<file path="config.mk">
export PLATFORM = sky130hd
export DESIGN_NAME = double_ended_queue
export DESIGN_NICKNAME = d
export VERILOG_FILES = /design/src/sv/deq_pkg.sv /design/src/sv/deq_ram.sv /design/src/sv/deq_ctrl.sv /design/src/sv/double_ended_queue.sv
export SDC_FILE = /design/constraint.sdc
export NUM_CORES = 1
export LEC_CHECK = 0
export BUFFER_PORTS_ARGS = -buffer_cell sky130_fd_sc_hd__buf_2
export CAP_MARGIN = 5
export CELL_PAD_IN_SITES_DETAIL_PLACEMENT = 2
export CELL_PAD_IN_SITES_GLOBAL_PLACEMENT = 2
export CORE_AREA = 2 2 305 307
export CTS_BUF_LIST = sky130_fd_sc_hd__clkbuf_16
export DETAILED_ROUTE_END_ITERATION = 16
export DIE_AREA = 0 0 307 309
export GPL_ROUTABILITY_DRIVEN = 1
export PLACE_DENSITY_LB_ADDON = 0.1
export SYNTH_ARGS = -nofsm -noshare
export SYNTH_HDL_FRONTEND = slang
export SYNTH_SLANG_ARGS = --single-unit
</file>
<file path="constraint.sdc">
create_clock -name i_clk -period 11.7 [get_ports i_clk]
set_input_delay 1.755 -clock i_clk [delete_from_list [all_inputs] [get_ports i_clk]]
set_output_delay 1.755 -clock i_clk [all_outputs]
set_load 0.02 [all_outputs]
</file>
<file path="src/sv/deq_pkg.sv">
// ----------------------------------------------------------------------------
// deq_pkg
// Shared types, sizes and helpers for the double-ended queue.
// ----------------------------------------------------------------------------
package deq_pkg;

    localparam int DEPTH      = 32;
    localparam int DATA_W     = 32;
    localparam int IDX_W      = $clog2(DEPTH);
    localparam int CNT_W      = $clog2(DEPTH + 1);

    // stream field widths
    localparam int OP_W       = 3;
    localparam int VALUE_W    = 32;
    localparam int STATUS_W   = 2;
    localparam int COUNT_W    = 6;
    localparam int S_TDATA_W  = 40;
    localparam int M_TDATA_W  = 40;

    typedef enum logic [OP_W-1:0] {
        OP_PUSH_REAR  = 3'd0,
        OP_POP_REAR   = 3'd1,
        OP_PUSH_FRONT = 3'd2,
        OP_POP_FRONT  = 3'd3,
        OP_LIST       = 3'd4
    } t_op;

    typedef enum logic [STATUS_W-1:0] {
        ST_OK    = 2'd0,
        ST_EMPTY = 2'd1,
        ST_FULL  = 2'd2
    } t_status;

    typedef enum logic [1:0] {
        S_IDLE,
        S_POP,
        S_LIST_RD,
        S_LIST_WAIT
    } t_state;

    typedef struct packed {
        logic              we;
        logic [IDX_W-1:0]  waddr;
        logic [DATA_W-1:0] wdata;
        logic              re;
        logic [IDX_W-1:0]  raddr;
    } t_ram_req;

    typedef struct packed {
        logic               load;
        logic [DATA_W-1:0]  value;
        t_status            status;
        logic [CNT_W-1:0]   count;
        logic               last;
    } t_res;

    // ring position at offset from front, offset below DEPTH
    function automatic logic [IDX_W-1:0] slot(input logic [IDX_W-1:0] front,
                                              input logic [CNT_W-1:0] off);
        logic [CNT_W:0] sum;
        sum = {{(CNT_W + 1 - IDX_W){1'b0}}, front} + {1'b0, off};
        if (sum >= (CNT_W + 1)'(DEPTH)) begin
            sum = sum - (CNT_W + 1)'(DEPTH);
        end
        return sum[IDX_W-1:0];
    endfunction

endpackage

</file>
<file path="src/sv/deq_ram.sv">
// ----------------------------------------------------------------------------
// deq_ram
// Simple dual-port synchronous RAM, one write and one registered read port.
// ----------------------------------------------------------------------------
module deq_ram #(
    parameter int DEPTH = 32,
    parameter int WIDTH = 32
) (
    input  logic                     i_clk,
    input  logic                     i_we,
    input  logic [$clog2(DEPTH)-1:0] i_waddr,
    input  logic [WIDTH-1:0]         i_wdata,
    input  logic                     i_re,
    input  logic [$clog2(DEPTH)-1:0] i_raddr,
    output logic [WIDTH-1:0]         o_rdata
);

    logic [WIDTH-1:0] r_mem [DEPTH];
    logic [WIDTH-1:0] r_rdata;

    always_ff @(posedge i_clk) begin
        if (i_we) begin
            r_mem[i_waddr] <= i_wdata;
        end
    end

    // hold read data until the next read
    always_ff @(posedge i_clk) begin
        if (i_re) begin
            r_rdata <= r_mem[i_raddr];
        end
    end

    assign o_rdata = r_rdata;

endmodule

</file>
<file path="src/sv/deq_ctrl.sv">
// ----------------------------------------------------------------------------
// deq_ctrl
// Sequencer: keeps front index and occupancy, drives the ring RAM and
// produces result words for the output register.
// ----------------------------------------------------------------------------
module deq_ctrl (
    input  logic                         i_clk,
    input  logic                         i_rst_n,
    input  logic                         i_valid,
    input  logic [deq_pkg::OP_W-1:0]     i_op,
    input  logic [deq_pkg::VALUE_W-1:0]  i_value,
    output logic                         o_ready,
    input  logic                         i_out_free,
    input  logic [deq_pkg::DATA_W-1:0]   i_rdata,
    output deq_pkg::t_ram_req            o_ram,
    output deq_pkg::t_res                o_res
);

    deq_pkg::t_state                r_state, n_state;
    logic [deq_pkg::IDX_W-1:0]      r_front, n_front;
    logic [deq_pkg::CNT_W-1:0]      r_occ,   n_occ;
    logic [deq_pkg::CNT_W-1:0]      r_idx,   n_idx;

    logic full;
    logic empty;
    logic list_last;

    assign full      = (r_occ == deq_pkg::CNT_W'(deq_pkg::DEPTH));
    assign empty     = (r_occ == '0);
    assign list_last = ((r_idx + deq_pkg::CNT_W'(1)) == r_occ);

    always_ff @(posedge i_clk) begin
        if (!i_rst_n) begin
            r_state <= deq_pkg::S_IDLE;
            r_front <= '0;
            r_occ   <= '0;
            r_idx   <= '0;
        end else begin
            r_state <= n_state;
            r_front <= n_front;
            r_occ   <= n_occ;
            r_idx   <= n_idx;
        end
    end

    always_comb begin
        n_state     = r_state;
        n_front     = r_front;
        n_occ       = r_occ;
        n_idx       = r_idx;
        o_ready     = 1'b0;
        o_ram       = '0;
        o_ram.wdata = i_value[deq_pkg::DATA_W-1:0];
        o_res       = '0;
        o_res.status = deq_pkg::ST_OK;

        unique case (r_state)
            deq_pkg::S_IDLE: begin
                o_ready = i_out_free;
                if (i_valid && i_out_free) begin
                    unique case (deq_pkg::t_op'(i_op))
                        deq_pkg::OP_PUSH_REAR, deq_pkg::OP_PUSH_FRONT: begin
                            o_res.load = 1'b1;
                            o_res.last = 1'b1;
                            if (full) begin
                                o_res.status = deq_pkg::ST_FULL;
                                o_res.count  = r_occ;
                            end else begin
                                o_ram.we    = 1'b1;
                                n_occ       = r_occ + deq_pkg::CNT_W'(1);
                                o_res.count = n_occ;
                                if (deq_pkg::t_op'(i_op) == deq_pkg::OP_PUSH_REAR) begin
                                    o_ram.waddr = deq_pkg::slot(r_front, r_occ);
                                end else begin
                                    n_front = deq_pkg::slot(r_front,
                                        deq_pkg::CNT_W'(deq_pkg::DEPTH - 1));
                                    o_ram.waddr = n_front;
                                end
                            end
                        end
                        deq_pkg::OP_POP_REAR, deq_pkg::OP_POP_FRONT: begin
                            if (empty) begin
                                o_res.load   = 1'b1;
                                o_res.last   = 1'b1;
                                o_res.status = deq_pkg::ST_EMPTY;
                            end else begin
                                o_ram.re = 1'b1;
                                n_occ    = r_occ - deq_pkg::CNT_W'(1);
                                n_state  = deq_pkg::S_POP;
                                if (deq_pkg::t_op'(i_op) == deq_pkg::OP_POP_REAR) begin
                                    o_ram.raddr = deq_pkg::slot(r_front, n_occ);
                                end else begin
                                    o_ram.raddr = r_front;
                                    n_front = deq_pkg::slot(r_front, deq_pkg::CNT_W'(1));
                                end
                            end
                        end
                        deq_pkg::OP_LIST: begin
                            if (empty) begin
                                o_res.load   = 1'b1;
                                o_res.last   = 1'b1;
                                o_res.status = deq_pkg::ST_EMPTY;
                            end else begin
                                n_idx   = '0;
                                n_state = deq_pkg::S_LIST_RD;
                            end
                        end
                        default: begin
                            // unused code: drop the word
                        end
                    endcase
                end
            end
            deq_pkg::S_POP: begin
                // output register is free: it was free or draining at accept
                o_res.load  = 1'b1;
                o_res.value = i_rdata;
                o_res.count = r_occ;
                o_res.last  = 1'b1;
                n_state     = deq_pkg::S_IDLE;
            end
            deq_pkg::S_LIST_RD: begin
                o_ram.re    = 1'b1;
                o_ram.raddr = deq_pkg::slot(r_front, r_idx);
                n_state     = deq_pkg::S_LIST_WAIT;
            end
            deq_pkg::S_LIST_WAIT: begin
                if (i_out_free) begin
                    o_res.load  = 1'b1;
                    o_res.value = i_rdata;
                    o_res.count = r_occ;
                    o_res.last  = list_last;
                    if (list_last) begin
                        n_state = deq_pkg::S_IDLE;
                    end else begin
                        n_idx   = r_idx + deq_pkg::CNT_W'(1);
                        n_state = deq_pkg::S_LIST_RD;
                    end
                end
            end
            default: begin
                n_state = deq_pkg::S_IDLE;
            end
        endcase
    end

endmodule

</file>
<file path="src/sv/double_ended_queue.sv">
// A push result is registered at accept and shows in the cycle after; a
// popped or listed item passes the RAM read register, then the output register.
// Pushes go 1 word per cycle while the output is not stalled. The block
// takes no new word while a pop or listing is in flight.
// Reset (i_rst_n low, synchronous): queue empty, output word dropped;
// the ring RAM is not cleared and needs no clearing pass.
// ----------------------------------------------------------------------------
// double_ended_queue
// Bounded double-ended queue in a ring RAM with a registered output stage.
// ----------------------------------------------------------------------------
module double_ended_queue (
    input  logic                           i_clk,
    input  logic                           i_rst_n,
    input  logic                           s_axis_tvalid,
    output logic                           s_axis_tready,
    // [2:0] op, [34:3] push_value, [39:35] zero
    input  logic [deq_pkg::S_TDATA_W-1:0]  s_axis_tdata,
    output logic                           m_axis_tvalid,
    input  logic                           m_axis_tready,
    // [31:0] item_value, [37:32] item_count, [39:38] zero
    output logic [deq_pkg::M_TDATA_W-1:0]  m_axis_tdata,
    // [1:0] status
    output logic [deq_pkg::STATUS_W-1:0]   m_axis_tuser,
    output logic                           m_axis_tlast
);

    deq_pkg::t_ram_req               ram;
    deq_pkg::t_res                   res;
    logic [deq_pkg::DATA_W-1:0]      rdata;
    logic                            out_free;

    logic                            r_out_valid;
    logic [deq_pkg::VALUE_W-1:0]     r_out_value;
    logic [deq_pkg::STATUS_W-1:0]    r_out_status;
    logic [deq_pkg::COUNT_W-1:0]     r_out_count;
    logic                            r_out_last;

    assign out_free = !r_out_valid || m_axis_tready;

    deq_ram #(
        .DEPTH (deq_pkg::DEPTH),
        .WIDTH (deq_pkg::DATA_W)
    ) u_ram (
        .i_clk   (i_clk),
        .i_we    (ram.we),
        .i_waddr (ram.waddr),
        .i_wdata (ram.wdata),
        .i_re    (ram.re),
        .i_raddr (ram.raddr),
        .o_rdata (rdata)
    );

    deq_ctrl u_ctrl (
        .i_clk      (i_clk),
        .i_rst_n    (i_rst_n),
        .i_valid    (s_axis_tvalid),
        .i_op       (s_axis_tdata[deq_pkg::OP_W-1:0]),
        .i_value    (s_axis_tdata[deq_pkg::OP_W +: deq_pkg::VALUE_W]),
        .o_ready    (s_axis_tready),
        .i_out_free (out_free),
        .i_rdata    (rdata),
        .o_ram      (ram),
        .o_res      (res)
    );

    always_ff @(posedge i_clk) begin
        if (!i_rst_n) begin
            r_out_valid <= 1'b0;
        end else if (res.load) begin
            r_out_valid <= 1'b1;
        end else if (m_axis_tready) begin
            r_out_valid <= 1'b0;
        end
    end

    always_ff @(posedge i_clk) begin
        if (res.load) begin
            r_out_value  <= deq_pkg::VALUE_W'(res.value);
            r_out_status <= res.status;
            r_out_count  <= deq_pkg::COUNT_W'(res.count);
            r_out_last   <= res.last;
        end
    end

    assign m_axis_tvalid = r_out_valid;
    assign m_axis_tdata  = {{(deq_pkg::M_TDATA_W - deq_pkg::VALUE_W - deq_pkg::COUNT_W){1'b0}},
                            r_out_count, r_out_value};
    assign m_axis_tuser  = r_out_status;
    assign m_axis_tlast  = r_out_last;

endmodule

</file>
==> impl_results.md <==
- Final min period: approximately 6.4 ns
- Setup Crit Path Kind: in -> reg
- Power density over cell area: about 170 mW/mm^2
- # fillers: around 8200
- Total number of vias: approximately 30000
- Critical path's most frequent cell: buf_4
- Status: finished, final reports clean
- Max Slew Vio Count: 0
- First-pass DRT Iterations: 6
- Clock Path Buffers: 3
- CTS tree: done
- Die area: ~0.095 sq mm
- Total GRT Usage: 37.2%
- Main area contributors after synthesis: edfxtp_1 (74%), nand2_1 (5.9%), mux2i_1 (2.2%), nand3_1 (1.9%), mux4_2 (1.7%)
- Warnings from Yosys: 0
- Final antenna-violating net count: 0
- Worst r2r src: u_ctrl.r_occ[0]
- Setup-failing EPs final: 0
- Initial antenna violation count: 11
- CP Capture Type: register
- Ys flop type: edfxtp_1
- Iter 0 DRT Violations: ~3800
- Crit-path cells: buf_2 > nor2b_2 > nand4_2 > o31a_2 > buf_4 > nor2_4 > buf_4 > buf_4 > a32oi_1 > nand4_1 > nand2_1 > o221a_2
- Final clock skew: ~0.037 ns
- Num CTS Buffers: 115
- Slowest Stage Delay on Critical Path: slightly below 0.8 ns
- GR Overflow Total: 0
- FF-to-FF End: u_ram.o_rdata[1]
- Post-detail-place hpwl: between 80 and 90 mm
- Crit path max fanout: 47
- Die height: 309 um
- Detailed Route WL: 176 mm
- Top-count cell post-synth: edfxtp_1
- Max frequency: ~160 MHz
- Relative slew margins: between 8 and 9%
- Mapped Cells: between 3000 and 4000
- Yosys top cell area share: 73.7%
- RD Place Congestion: 0.800
- Nets: about 3300
- Min-delay src: u_ctrl.r_idx[5]
- Share of cells above drive strength 1: approximately an eighth
- Slowest CP cell: buf_4
- Root Driver: clkbuf_16
- R2R setup slack: around 5.5 ns
- CP required: 12.17 ns
- I/O Pins: between 80 and 90
- DRC: 0
- Largest net degree at the start of global routing: 181
- Least-Margin Pin Slew: about 1.4 ns
- Arrival @ worst endpoint: 6.83 ns
- Setup TNS: 0 ns
- Vias in the first global route: around 33000
- Vias/cell: between 6 and 7
- LEAKAGE: between 15 and 20 nW
- Reg2Reg Depth: 14
- Final hold violations: 0
- Yosys cell types: about 70
- Area leader, netlist: edfxtp_1
- Ranking of synthesized cells by instance count: edfxtp_1 (1097), nand2_1 (704), nor2_1 (178)
- Port-buffer cells: 81
- Starting density of the core: about half
- Async S/R FF share, synth: 0%
- Die width: 307 um
- Type of origin of the critical path: input port
- EDFF count, synth: ~1100
- Placed cell areas: around 0.046 sq mm
- Fin area: ~0.050 sq mm
- Area of the multi-input gates: roughly 0.011 sq mm
- Post-layout total power: between 8 and 9 mW
- Drt wl/cell: 39.2 um
- Hold EP: u_ctrl.r_idx[5]
- Post-CTS Setup Inserts: 0
- Clock latency on the worst-skew pair: between 0.7 and 0.8 ns
- Tcrit/Tclk final: around 54%
- Seq cells post-synth: between 1000 and 1500
- WHS: 0.506 ns
- Post-Syn Area per Cell: 14.3 sq um
- Post-Syn Area: between 0.04 and 0.05 sq mm
- P&R area growth vs syn: 12.2%
- H-tree depth: 3
- Seq/Total Area, Yosys: between 70% and 80%
- Hold Buf Count CTS: 0
- Clk sinks: 1117
- WHS Path Cells: 2
- Std-Cell Rows: between 100 and 150
- FF/Latch Area: 0.0333 sq mm
- Class of the worst hold path: reg -> reg
- Peak supply drop: 0.000146 V
- Clock slew at reported path FFs: approximately 0.06 ns
- First-pass GRT wire length: 248 mm
- Max-cap violations: 0
- Core Region: just over 0.09 sq mm
- RSZ-0062 raised after global routing: false
- Gates resized, CTS repair: 0
stage by stage:
stage,utilization [%],setup slack (ns),std cells
3_5_place_dp,50.9,4.77,4264
2_1_floorplan,-,6.54,3126
4_1_cts,54.9,5.51,4478
3_3_place_gp,50.9,5.09,4264
6_report,54.9,5.34,4483
5_1_grt,54.9,5.32,4482
where the power goes:
part           internal, mW  total, mW  switching, mW
Clock                  2.03       3.75           1.72
Combinational        0.0926      0.373          0.281
Sequential             4.43       4.46         0.0287
worst max-delay path by stage:
stage	start	cells past startpoint	to
2_1_floorplan	m_axis_tready	8	u_ram.r_mem[25][0]
5_1_grt	s_axis_tdata[0]	12	u_ram.o_rdata[11]
3_5_place_dp	s_axis_tdata[0]	12	u_ram.o_rdata[1]
4_1_cts	s_axis_tdata[0]	12	u_ram.o_rdata[1]
3_3_place_gp	s_axis_tdata[0]	12	u_ram.o_rdata[1]
6_report	s_axis_tdata[0]	12	u_ram.o_rdata[1]
cell families after synthesis:
family	Yosys count	synth area share [%]
mux	134	3.93
flops	1117	74.6
xor+xnor	31	0.638
simple gates	1191	11.3
compound gates	428	6.58
fa+ha+maj	21	0.638
buf+inv	202	2.26
other cells	1	0.00839
layout make-up:
type	count	area share (%)
antenna	5	0.0250
clock buffer	117	5.84
clock inverter	97	1.46
inverter	9	0.0674
multi-input combinational	1807	21.3
sequential	1117	66.5
tap	1186	2.96
timing repair buffer	145	1.84
per-layer routing:
layer / global-route usage [%] / up-vias / part of all wire [%]
met1: 46.0 / 16000 / 38
met3: 6.91 / 489 / 7.4
met4: 17.2 / 8 / 5.0
li1: - / 11800 / -
met2: 63.7 / 1721 / 50
met5: 0 / - / 0.031
flip-flops by register name, indices dropped and copies added, names as in the netlist:
register	count
m_axis_tlast	1
m_axis_tuser	2
m_axis_tvalid	1
r_out_count	6
r_out_value	32
u_ctrl.r_front	5
u_ctrl.r_idx	6
u_ctrl.r_occ	6
u_ctrl.r_state	2
u_ram.o_rdata	32
u_ram.r_mem	1024
cells in the final DEF, fill, tap and decap left out, types with 5 or more instances in the layout:
master | Yosys | final
edfxtp_1 | 1097 | 1097
nand2_1 | 704 | 703
nand3_1 | 169 | 169
nor2_1 | 178 | 144
clkbuf_16 | 0 | 117
o21ai_0 | 110 | 110
mux2i_1 | 100 | 100
buf_2 | 55 | 81
o21ai_1 | 70 | 67
a32oi_1 | 65 | 64
buf_4 | 12 | 61
a21oi_1 | 43 | 43
and2_1 | 41 | 41
nand4_1 | 37 | 37
a31oi_1 | 36 | 36
nor2_4 | 0 | 36
inv_1 | 9 | 35
a32o_1 | 34 | 34
mux4_2 | 33 | 33
clkinv_1 | 0 | 27
clkinv_2 | 0 | 24
dfxtp_1 | 20 | 20
o221a_2 | 19 | 19
xnor2_1 | 18 | 18
ha_1 | 18 | 18
nor3_1 | 15 | 15
xor2_1 | 12 | 12
o221a_1 | 12 | 12
bufinv_16 | 0 | 10
nor2b_1 | 11 | 9
nand2b_1 | 8 | 8
a21boi_0 | 8 | 7
diode_2 | 0 | 5
or3_1 | 6 | 5
worst max-delay path, delay by kind of cell:
family	cells	cell delay (ns)
AOI/OAI and AO/OA	3	0.94
buffers and inverters	4	1.93
and+or+nand+nor	5	2.10
(Power assumes the default switching activity.)
